<file path="config.mk">
export PLATFORM = sky130hd
export DESIGN_NAME = signed_decimal_formatter_flat
export DESIGN_NICKNAME = d
export VERILOG_FILES = /design/src/sdf_pkg.sv /design/src/sdf_in_if.sv /design/src/sdf_out_if.sv /design/src/signed_decimal_formatter.sv /design/src/flat_wrapper.sv
export SDC_FILE = /design/constraint.sdc
export NUM_CORES = 1
export LEC_CHECK = 0
export BUFFER_PORTS_ARGS = -buffer_cell sky130_fd_sc_hd__buf_2
export CAP_MARGIN = 15
export CORE_UTILIZATION = 62
export DETAILED_ROUTE_END_ITERATION = 16
export GPL_ROUTABILITY_DRIVEN = 0
export PLACE_DENSITY_LB_ADDON = 0.08
export SLEW_MARGIN = 20
export SYNTH_ARGS = -nofsm -noshare
export SYNTH_HDL_FRONTEND = slang
export SYNTH_SLANG_ARGS = --single-unit
</file>
<file path="constraint.sdc">
create_clock -name clk_i -period 3.3 [get_ports clk_i]
set_input_delay 0.495 -clock clk_i [delete_from_list [all_inputs] [get_ports clk_i]]
set_output_delay 0.495 -clock clk_i [all_outputs]
set_load 0.005 [all_outputs]
</file>
<file path="src/sdf_pkg.sv">
// Shared constants and types for the signed decimal formatter.
// No dependencies; compiled first.
`timescale 1ns / 1ps

package sdf_pkg;

  localparam int unsigned VALUE_W       = 64;
  localparam int unsigned PREC_W        = 6;
  localparam int unsigned CHAR_W        = 8;
  localparam int unsigned MAX_PRECISION = 63;

  // 20 BCD digits cover any 64-bit magnitude
  localparam int unsigned DIGIT_SLOTS = 20;
  localparam int unsigned BCD_W       = 4 * DIGIT_SLOTS;

  localparam logic [CHAR_W-1:0] CH_ZERO  = 8'd48;
  localparam logic [CHAR_W-1:0] CH_MINUS = 8'd45;
  localparam logic [CHAR_W-1:0] CH_PLUS  = 8'd43;

endpackage

</file>
<file path="src/sdf_in_if.sv">
// Input channel of the signed decimal formatter: valid/ready plus payload.
// Depends on sdf_pkg.
`timescale 1ns / 1ps

interface sdf_in_if
  import sdf_pkg::*;
();
  logic                      valid;
  logic                      ready;
  logic signed [VALUE_W-1:0] value;
  logic        [PREC_W-1:0]  precision;
  logic                      plus_sign;

  modport source (output valid, output value, output precision, output plus_sign,
                  input ready);
  modport sink   (input valid, input value, input precision, input plus_sign,
                  output ready);
endinterface

</file>
<file path="src/sdf_out_if.sv">
// Output channel of the signed decimal formatter: one character per transaction.
// Depends on sdf_pkg.
`timescale 1ns / 1ps

interface sdf_out_if
  import sdf_pkg::*;
();
  logic              valid;
  logic              ready;
  logic [CHAR_W-1:0] char_code;
  logic              last_char;

  modport source (output valid, output char_code, output last_char, input ready);
  modport sink   (input valid, input char_code, input last_char, output ready);
endinterface

</file>
<file path="src/signed_decimal_formatter.sv">
// Signed decimal formatter top level: binary to BCD conversion and character emission.
// Depends on sdf_pkg, sdf_in_if and sdf_out_if.
//
// Usage:
//   in_i  carries one transaction per number: value (signed 64 bit), precision
//         (minimum digit count, saturated to MaxPrecision) and plus_sign.
//   out_o carries the text, one ASCII character per transaction: an optional
//         sign ('-' for negative values, '+' when plus_sign is set), zero padding
//         up to the precision, then the digits; last_char marks the final one.
//   Sequence: after a value is taken, the magnitude is shifted into a BCD
//   register one bit per cycle (shift-and-add-3), then leading zero digits
//   are dropped one digit per cycle, then one character leaves per cycle
//   while out_o.ready is high. in_i.ready is high again once the last
//   character is loaded into the output register, so the next number starts
//   while it still waits.
//   Stall: when out_o.ready is low the output register holds its character and
//   emission pauses; nothing is dropped.
//   Reset: rst_ni low clears the state machine and the output valid flag.
`timescale 1ns / 1ps

module signed_decimal_formatter
  import sdf_pkg::*;
#(
  parameter int unsigned MaxPrecision = MAX_PRECISION
) (
  input  logic             clk_i,
  input  logic             rst_ni,
  sdf_in_if.sink           in_i,
  sdf_out_if.source        out_o
);

  localparam int unsigned PadW = $clog2(MaxPrecision + 1);
  localparam int unsigned DigW = $clog2(DIGIT_SLOTS + 1);
  localparam int unsigned BitW = $clog2(VALUE_W);

  typedef enum logic [2:0] {
    ST_IDLE,
    ST_CONV,
    ST_NORM,
    ST_SIGN,
    ST_PAD,
    ST_DIGIT
  } state_e;

  state_e             state_q;
  logic [VALUE_W-1:0] mag_q;
  logic [BCD_W-1:0]   bcd_q;
  logic [BitW-1:0]    bit_cnt_q;
  logic [DigW-1:0]    dig_cnt_q;
  logic [PadW-1:0]    prec_q;
  logic [PadW-1:0]    pad_q;
  logic               neg_q;
  logic               has_sign_q;
  logic               out_valid_q;
  logic [CHAR_W-1:0]  char_q;
  logic               last_q;

  logic               in_fire;
  logic               slot_free;
  logic               char_load;
  logic [VALUE_W-1:0] mag_in;
  logic [PadW-1:0]    prec_sat;
  logic [BCD_W-1:0]   bcd_adj;
  logic [3:0]         top_digit;
  logic [PadW-1:0]    dig_ext;
  logic [PadW-1:0]    pad_calc;
  logic               norm_done;

  assign in_i.ready      = (state_q == ST_IDLE);
  assign in_fire         = in_i.valid && in_i.ready;
  assign slot_free       = !out_valid_q || out_o.ready;
  // a character enters the output register in every emitting state with room
  assign char_load       = slot_free && (state_q inside {ST_SIGN, ST_PAD, ST_DIGIT});

  assign out_o.valid     = out_valid_q;
  assign out_o.char_code = char_q;
  assign out_o.last_char = last_q;

  // Two's complement magnitude; the most negative value wraps to 2^63 unsigned.
  assign mag_in   = in_i.value[VALUE_W-1] ? (~in_i.value + VALUE_W'(1)) : in_i.value;
  assign prec_sat = (PREC_W'(in_i.precision) > PREC_W'(MaxPrecision))
                    ? PadW'(MaxPrecision) : PadW'(in_i.precision);

  // Add-3 correction on every BCD digit before each shift.
  always_comb begin
    for (int d = 0; d < DIGIT_SLOTS; d++) begin
      if (bcd_q[4*d +: 4] >= 4'd5) begin
        bcd_adj[4*d +: 4] = bcd_q[4*d +: 4] + 4'd3;
      end else begin
        bcd_adj[4*d +: 4] = bcd_q[4*d +: 4];
      end
    end
  end

  assign top_digit = bcd_q[BCD_W-1 -: 4];
  assign norm_done = (top_digit != 4'd0) || (dig_cnt_q == DigW'(1));
  assign dig_ext   = PadW'(dig_cnt_q);
  assign pad_calc  = (prec_q > dig_ext) ? (prec_q - dig_ext) : '0;

  always_ff @(posedge clk_i or negedge rst_ni) begin
    if (!rst_ni) begin
      state_q     <= ST_IDLE;
      mag_q       <= '0;
      bcd_q       <= '0;
      bit_cnt_q   <= '0;
      dig_cnt_q   <= '0;
      prec_q      <= '0;
      pad_q       <= '0;
      neg_q       <= 1'b0;
      has_sign_q  <= 1'b0;
      out_valid_q <= 1'b0;
      char_q      <= '0;
      last_q      <= 1'b0;
    end else begin
      // raise the valid flag on a new character, drop it once the receiver
      // takes the last one
      if (char_load) begin
        out_valid_q <= 1'b1;
      end else if (out_valid_q && out_o.ready) begin
        out_valid_q <= 1'b0;
      end

      case (state_q)
        ST_IDLE: begin
          if (in_fire) begin
            mag_q      <= mag_in;
            bcd_q      <= '0;
            bit_cnt_q  <= '0;
            prec_q     <= prec_sat;
            neg_q      <= in_i.value[VALUE_W-1];
            has_sign_q <= in_i.value[VALUE_W-1] || in_i.plus_sign;
            state_q    <= ST_CONV;
          end
        end

        ST_CONV: begin
          // shift one magnitude bit, MSB first, into the corrected BCD register
          bcd_q     <= {bcd_adj[BCD_W-2:0], mag_q[VALUE_W-1]};
          mag_q     <= {mag_q[VALUE_W-2:0], 1'b0};
          bit_cnt_q <= bit_cnt_q + BitW'(1);
          if (bit_cnt_q == BitW'(VALUE_W - 1)) begin
            dig_cnt_q <= DigW'(DIGIT_SLOTS);
            state_q   <= ST_NORM;
          end
        end

        ST_NORM: begin
          // drop leading zero digits, but always keep one
          if (norm_done) begin
            pad_q <= pad_calc;
            if (has_sign_q) begin
              state_q <= ST_SIGN;
            end else if (pad_calc != '0) begin
              state_q <= ST_PAD;
            end else begin
              state_q <= ST_DIGIT;
            end
          end else begin
            bcd_q     <= {bcd_q[BCD_W-5:0], 4'd0};
            dig_cnt_q <= dig_cnt_q - DigW'(1);
          end
        end

        ST_SIGN: begin
          if (slot_free) begin
            char_q      <= neg_q ? CH_MINUS : CH_PLUS;
            last_q      <= 1'b0;
            state_q     <= (pad_q != '0) ? ST_PAD : ST_DIGIT;
          end
        end

        ST_PAD: begin
          if (slot_free) begin
            char_q      <= CH_ZERO;
            last_q      <= 1'b0;
            pad_q       <= pad_q - PadW'(1);
            if (pad_q == PadW'(1)) begin
              state_q <= ST_DIGIT;
            end
          end
        end

        ST_DIGIT: begin
          if (slot_free) begin
            char_q      <= CH_ZERO + CHAR_W'(top_digit);
            last_q      <= (dig_cnt_q == DigW'(1));
            bcd_q       <= {bcd_q[BCD_W-5:0], 4'd0};
            dig_cnt_q   <= dig_cnt_q - DigW'(1);
            if (dig_cnt_q == DigW'(1)) begin
              state_q <= ST_IDLE;
            end
          end
        end

        default: begin
          state_q <= ST_IDLE;
        end
      endcase
    end
  end

  // A taken number always starts the conversion sweep.
  a_accept_starts_conv: assert property (@(posedge clk_i) disable iff (!rst_ni)
    in_fire |=> (state_q == ST_CONV))
    else $error("accepted number did not start conversion");

  // Digit emission never runs with an empty digit count.
  a_digit_count_nonzero: assert property (@(posedge clk_i) disable iff (!rst_ni)
    (state_q == ST_DIGIT) |-> (dig_cnt_q != '0))
    else $error("digit emission with zero digits left");

  // A waiting character that is not final belongs to a text still being emitted.
  a_mid_text_char_pending: assert property (@(posedge clk_i) disable iff (!rst_ni)
    (out_valid_q && !last_q) |-> ((state_q == ST_PAD) || (state_q == ST_DIGIT)))
    else $error("non-final character pending outside of text emission");

  // Conversion stays the full width of the magnitude.
  a_conv_to_norm: assert property (@(posedge clk_i) disable iff (!rst_ni)
    ((state_q == ST_CONV) && (bit_cnt_q == BitW'(VALUE_W - 1))) |=>
      ((state_q == ST_NORM) && (dig_cnt_q == DigW'(DIGIT_SLOTS))))
    else $error("conversion did not hand over to normalization");

endmodule

</file>
<file path="src/flat_wrapper.sv">
// flat-port wrapper written by rule: the top's interface ports become plain ports
module signed_decimal_formatter_flat import sdf_pkg::*;
#(
  parameter int unsigned MaxPrecision = MAX_PRECISION
)
  (clk_i, rst_ni, in_i_valid, in_i_value, in_i_precision, in_i_plus_sign, in_i_ready, out_o_valid, out_o_char_code, out_o_last_char, out_o_ready);
  sdf_in_if in_i_i ();
  sdf_out_if out_o_i ();
  input  logic clk_i;
  input  logic rst_ni;
  input wire logic [$bits(in_i_i.valid)-1:0] in_i_valid;
  input wire logic [$bits(in_i_i.value)-1:0] in_i_value;
  input wire logic [$bits(in_i_i.precision)-1:0] in_i_precision;
  input wire logic [$bits(in_i_i.plus_sign)-1:0] in_i_plus_sign;
  output wire logic [$bits(in_i_i.ready)-1:0] in_i_ready;
  output wire logic [$bits(out_o_i.valid)-1:0] out_o_valid;
  output wire logic [$bits(out_o_i.char_code)-1:0] out_o_char_code;
  output wire logic [$bits(out_o_i.last_char)-1:0] out_o_last_char;
  input wire logic [$bits(out_o_i.ready)-1:0] out_o_ready;
  assign in_i_i.valid = in_i_valid;
  assign in_i_i.value = in_i_value;
  assign in_i_i.precision = in_i_precision;
  assign in_i_i.plus_sign = in_i_plus_sign;
  assign in_i_ready = in_i_i.ready;
  assign out_o_valid = out_o_i.valid;
  assign out_o_char_code = out_o_i.char_code;
  assign out_o_last_char = out_o_i.last_char;
  assign out_o_i.ready = out_o_ready;
  signed_decimal_formatter #(.MaxPrecision(MaxPrecision)) u_core (.clk_i(clk_i), .rst_ni(rst_ni), .in_i(in_i_i), .out_o(out_o_i));
endmodule
</file>
==> flow_metrics.env <==
export IMPL_leakage_nw=5.25
export IMPL_synth_flop_cell="dfrtp_1"
export IMPL_ys_seq_area_share_pct=38.5
export IMPL_post_cts_resized=0
export IMPL_yosys_area_top_type="dfrtp_1"
export IMPL_fin_setup_tns_ns=0
export IMPL_die_area_um2=19400
export IMPL_worstPathMaxFanout=22
export IMPL_ys_warn_count=0
export IMPL_fin_nets=1575
export IMPL_p_total_mw=9.21
export IMPL_grt_pass1_wl_um=48300
export IMPL_routed_wl_um=27900
export IMPL_holdBufCountCts=0
export IMPL_cts_root_buffer="clkbuf_16"
export IMPL_yosys_top_cells_area="dfrtp_1 (39%), o21ai_0 (7.8%), nand2_1 (6.3%), ha_1 (5.5%), a22oi_1 (5.3%)"
export IMPL_synth_edff_count=0
export IMPL_start_util_pct=64.2
export IMPL_grt_pass1_vias=10194
export IMPL_num_vias=10512
export IMPL_antenna_found_initial=2
export IMPL_syn2layout_area_growth_pct=10.7
export IMPL_post_drt_wl_per_cell_um=16.5
export IMPL_avgSynthCellArea_um2=8.32
export IMPL_coreArea_um2=18200
export IMPL_synth_xor_area_share_pct=5.92
export IMPL_cts_tree="built"
export IMPL_async_flop_share_pct=100
export IMPL_port_buffers=83
export IMPL_io_pins=86
export IMPL_powerDensity_nw_per_um2=712
export IMPL_postCtsSetupRepairBufs=0
export IMPL_grt_max_degree=107
export IMPL_htree_levels=4
export IMPL_clk_pin_slew_ns=0.07
export IMPL_grt_usage_pct=30.1
export IMPL_cts_buffer_depth=2
export IMPL_arrival_ns=3.14
export IMPL_post_route_period_util_pct=84.1
export IMPL_skew_ns=0.0109
export IMPL_cts_num_sinks=180
export IMPL_row_count=49
export IMPL_synth_top_family_by_area="compound AO/OA/AOI/OAI gates"
export IMPL_cts_buffers=17
export IMPL_drv_slew=0
export IMPL_crit_required_ns=3.67
export IMPL_insertion_delay_ns=0.44
export IMPL_via_per_inst=6.21
export IMPL_start_kind="register"
export IMPL_muxShareOfSynthArea_pct=1.38
export IMPL_cp_end_kind="register"
export IMPL_synth_compound_area_share_pct=24.5
export IMPL_grt_overflow=0
export IMPL_max_slew_margin_rel_pct=51.8
export IMPL_cap_violations=0
export IMPL_synthSimpleGateAreaFrac_pct=19.5
export IMPL_hold_slack_ns=0.0460
export IMPL_peakVddDrop_uv=634
export IMPL_outcome="finished, final reports clean"
export IMPL_fmax_ghz=0.361
export IMPL_rsz0062_at_grt="no"
export IMPL_path_class="register to register"
export IMPL_ant_nets=0
export IMPL_ys_ff_latch=180
export IMPL_syn_area_um2=11700
export IMPL_final_cell_mix="nand2_1 (194), o21ai_0 (183), dfrtp_1 (180)"
export IMPL_synth_top_area_share_pct=38.5
export IMPL_layout_drive_gt1_share_pct=11.1
export IMPL_place_hpwl_um=17600
export IMPL_setup_viol=0
export IMPL_die_w_um=139
export IMPL_drt_iter0_markers=659
export IMPL_netlist_instances=1405
export IMPL_die_h_um=139
export IMPL_first_pass_iters=6
export IMPL_synthAdderAreaFrac_pct=5.63
export IMPL_hold_viol=0
export IMPL_hold_class="input port to asynchronous set/reset pin"
export IMPL_synth_distinct_cells=68
export IMPL_final_common_cell="nand2_1"
export IMPL_worst_pin_slew_ns=0.721
export IMPL_fin_crit_ns=2.77
export IMPL_drc=0
flip-flops by register name, indices dropped and copies added, names as in the netlist, 3 cells and up:
signal                  count
u_core.bcd_q               80
u_core.dig_cnt_q            5
u_core.prec_q               6
u_core.bit_cnt_q            6
u_core.state_q              3
u_core.pad_q                6
u_core.mag_q               64
u_core.out_o.char_code      6
cells by family after synthesis:
group,after synthesis
AOI/OAI and AO/OA,477
xor gates and xnor gates,79
adders and majority gates,52
buffers and inverters,135
DFF,180
muxes,16
other,1
and+or+nand+nor,465
cells in the mapped netlist, types with 8 or more instances:
cell and n:
a21oi_1 112, a22o_1 26, a22oi_1 83, buf_1 8, clkbuf_1 62, dfrtp_1 180
ha_1 51, inv_1 55, mux2i_1 15, nand2_1 195, nand2b_1 26, nand3_1 22
nand4_1 13, nor2_1 68, nor2b_1 22, nor3_1 46, nor4_1 13, o21ai_0 183
o21ai_1 23, o31ai_1 15, or3_1 19, or4_1 8, xnor2_1 27, xor2_1 52
path summary, 6_finish.rpt:
| check | startpoint | slack [ns] | cells past startpoint | to |
|---|---|---|---|---|
| hold reg to reg | u_core.out_o.char_code[5] | 0.48 | 1 | u_core.out_o.char_code[5] |
| setup reg to reg | u_core.state_q[1] | 0.53 | 6 | u_core.mag_q[37] |
| min in group clk_i | in_i_precision[2] | 0.25 | 3 | u_core.prec_q[2] |
| hold / removal | rst_ni | 0.05 | 1 | u_core.pad_q[3] |
| setup / recovery | u_core.state_q[1] | 0.53 | 6 | u_core.mag_q[37] |
| max in group asynchronous | rst_ni | 2.40 | 2 | u_core.mag_q[47] |
power by group:
group	total (mW)	switching (mW)	leakage (nW)	internal (mW)
registers	3.24	0.451	2.37	2.79
clock network	2.12	0.884	0.294	1.24
logic	3.85	2.50	2.59	1.35
total	9.21	3.84	5.25	5.37
final cells by class:
type                            instances  area, µm²
Multi-Input combinational cell       1091       6690
Fill cell                            1451       5270
Sequential cell                       180       4500
Timing Repair Buffer                  102        629
Clock buffer                           21        460
Tap cell                              229        287
Inverter                               56        210
Clock inverter                         11        150
Antenna cell                            2       5.00
layer usage:
| layer | vias to the layer above | part of all wire (%) | track usage (%) |
|---|---|---|---|
| li1 | 5110 | - | - |
| met1 | 5090 | 46 | 40.7 |
| met2 | 287 | 48 | 49.9 |
| met3 | 25 | 5.0 | 5.13 |
| met4 | 0 | 0.96 | 8.19 |
| met5 | - | 0 | 0 |
critical path, stage by stage, from the launching register on:
cell and delay [ns]:
dfrtp_1 0.59, nor3_1 0.52, and2_0 0.30, buf_4 0.32, nand2_1 0.39, or3_1 0.48
nand4_1 0.10
metrics by stage:
step	cells	area, µm²	util [%]	setup WS (ns)
after floorplan	1406	11700	-	0.843
after global placement	1658	12300	67.7	0.479
after detailed placement	1658	12300	67.7	0.503
after CTS	1690	12900	71.0	0.576
after global routing	1692	12900	71.0	0.296
final	1692	12900	71.0	0.526
Note: power is estimated with default switching activity, not from simulation.
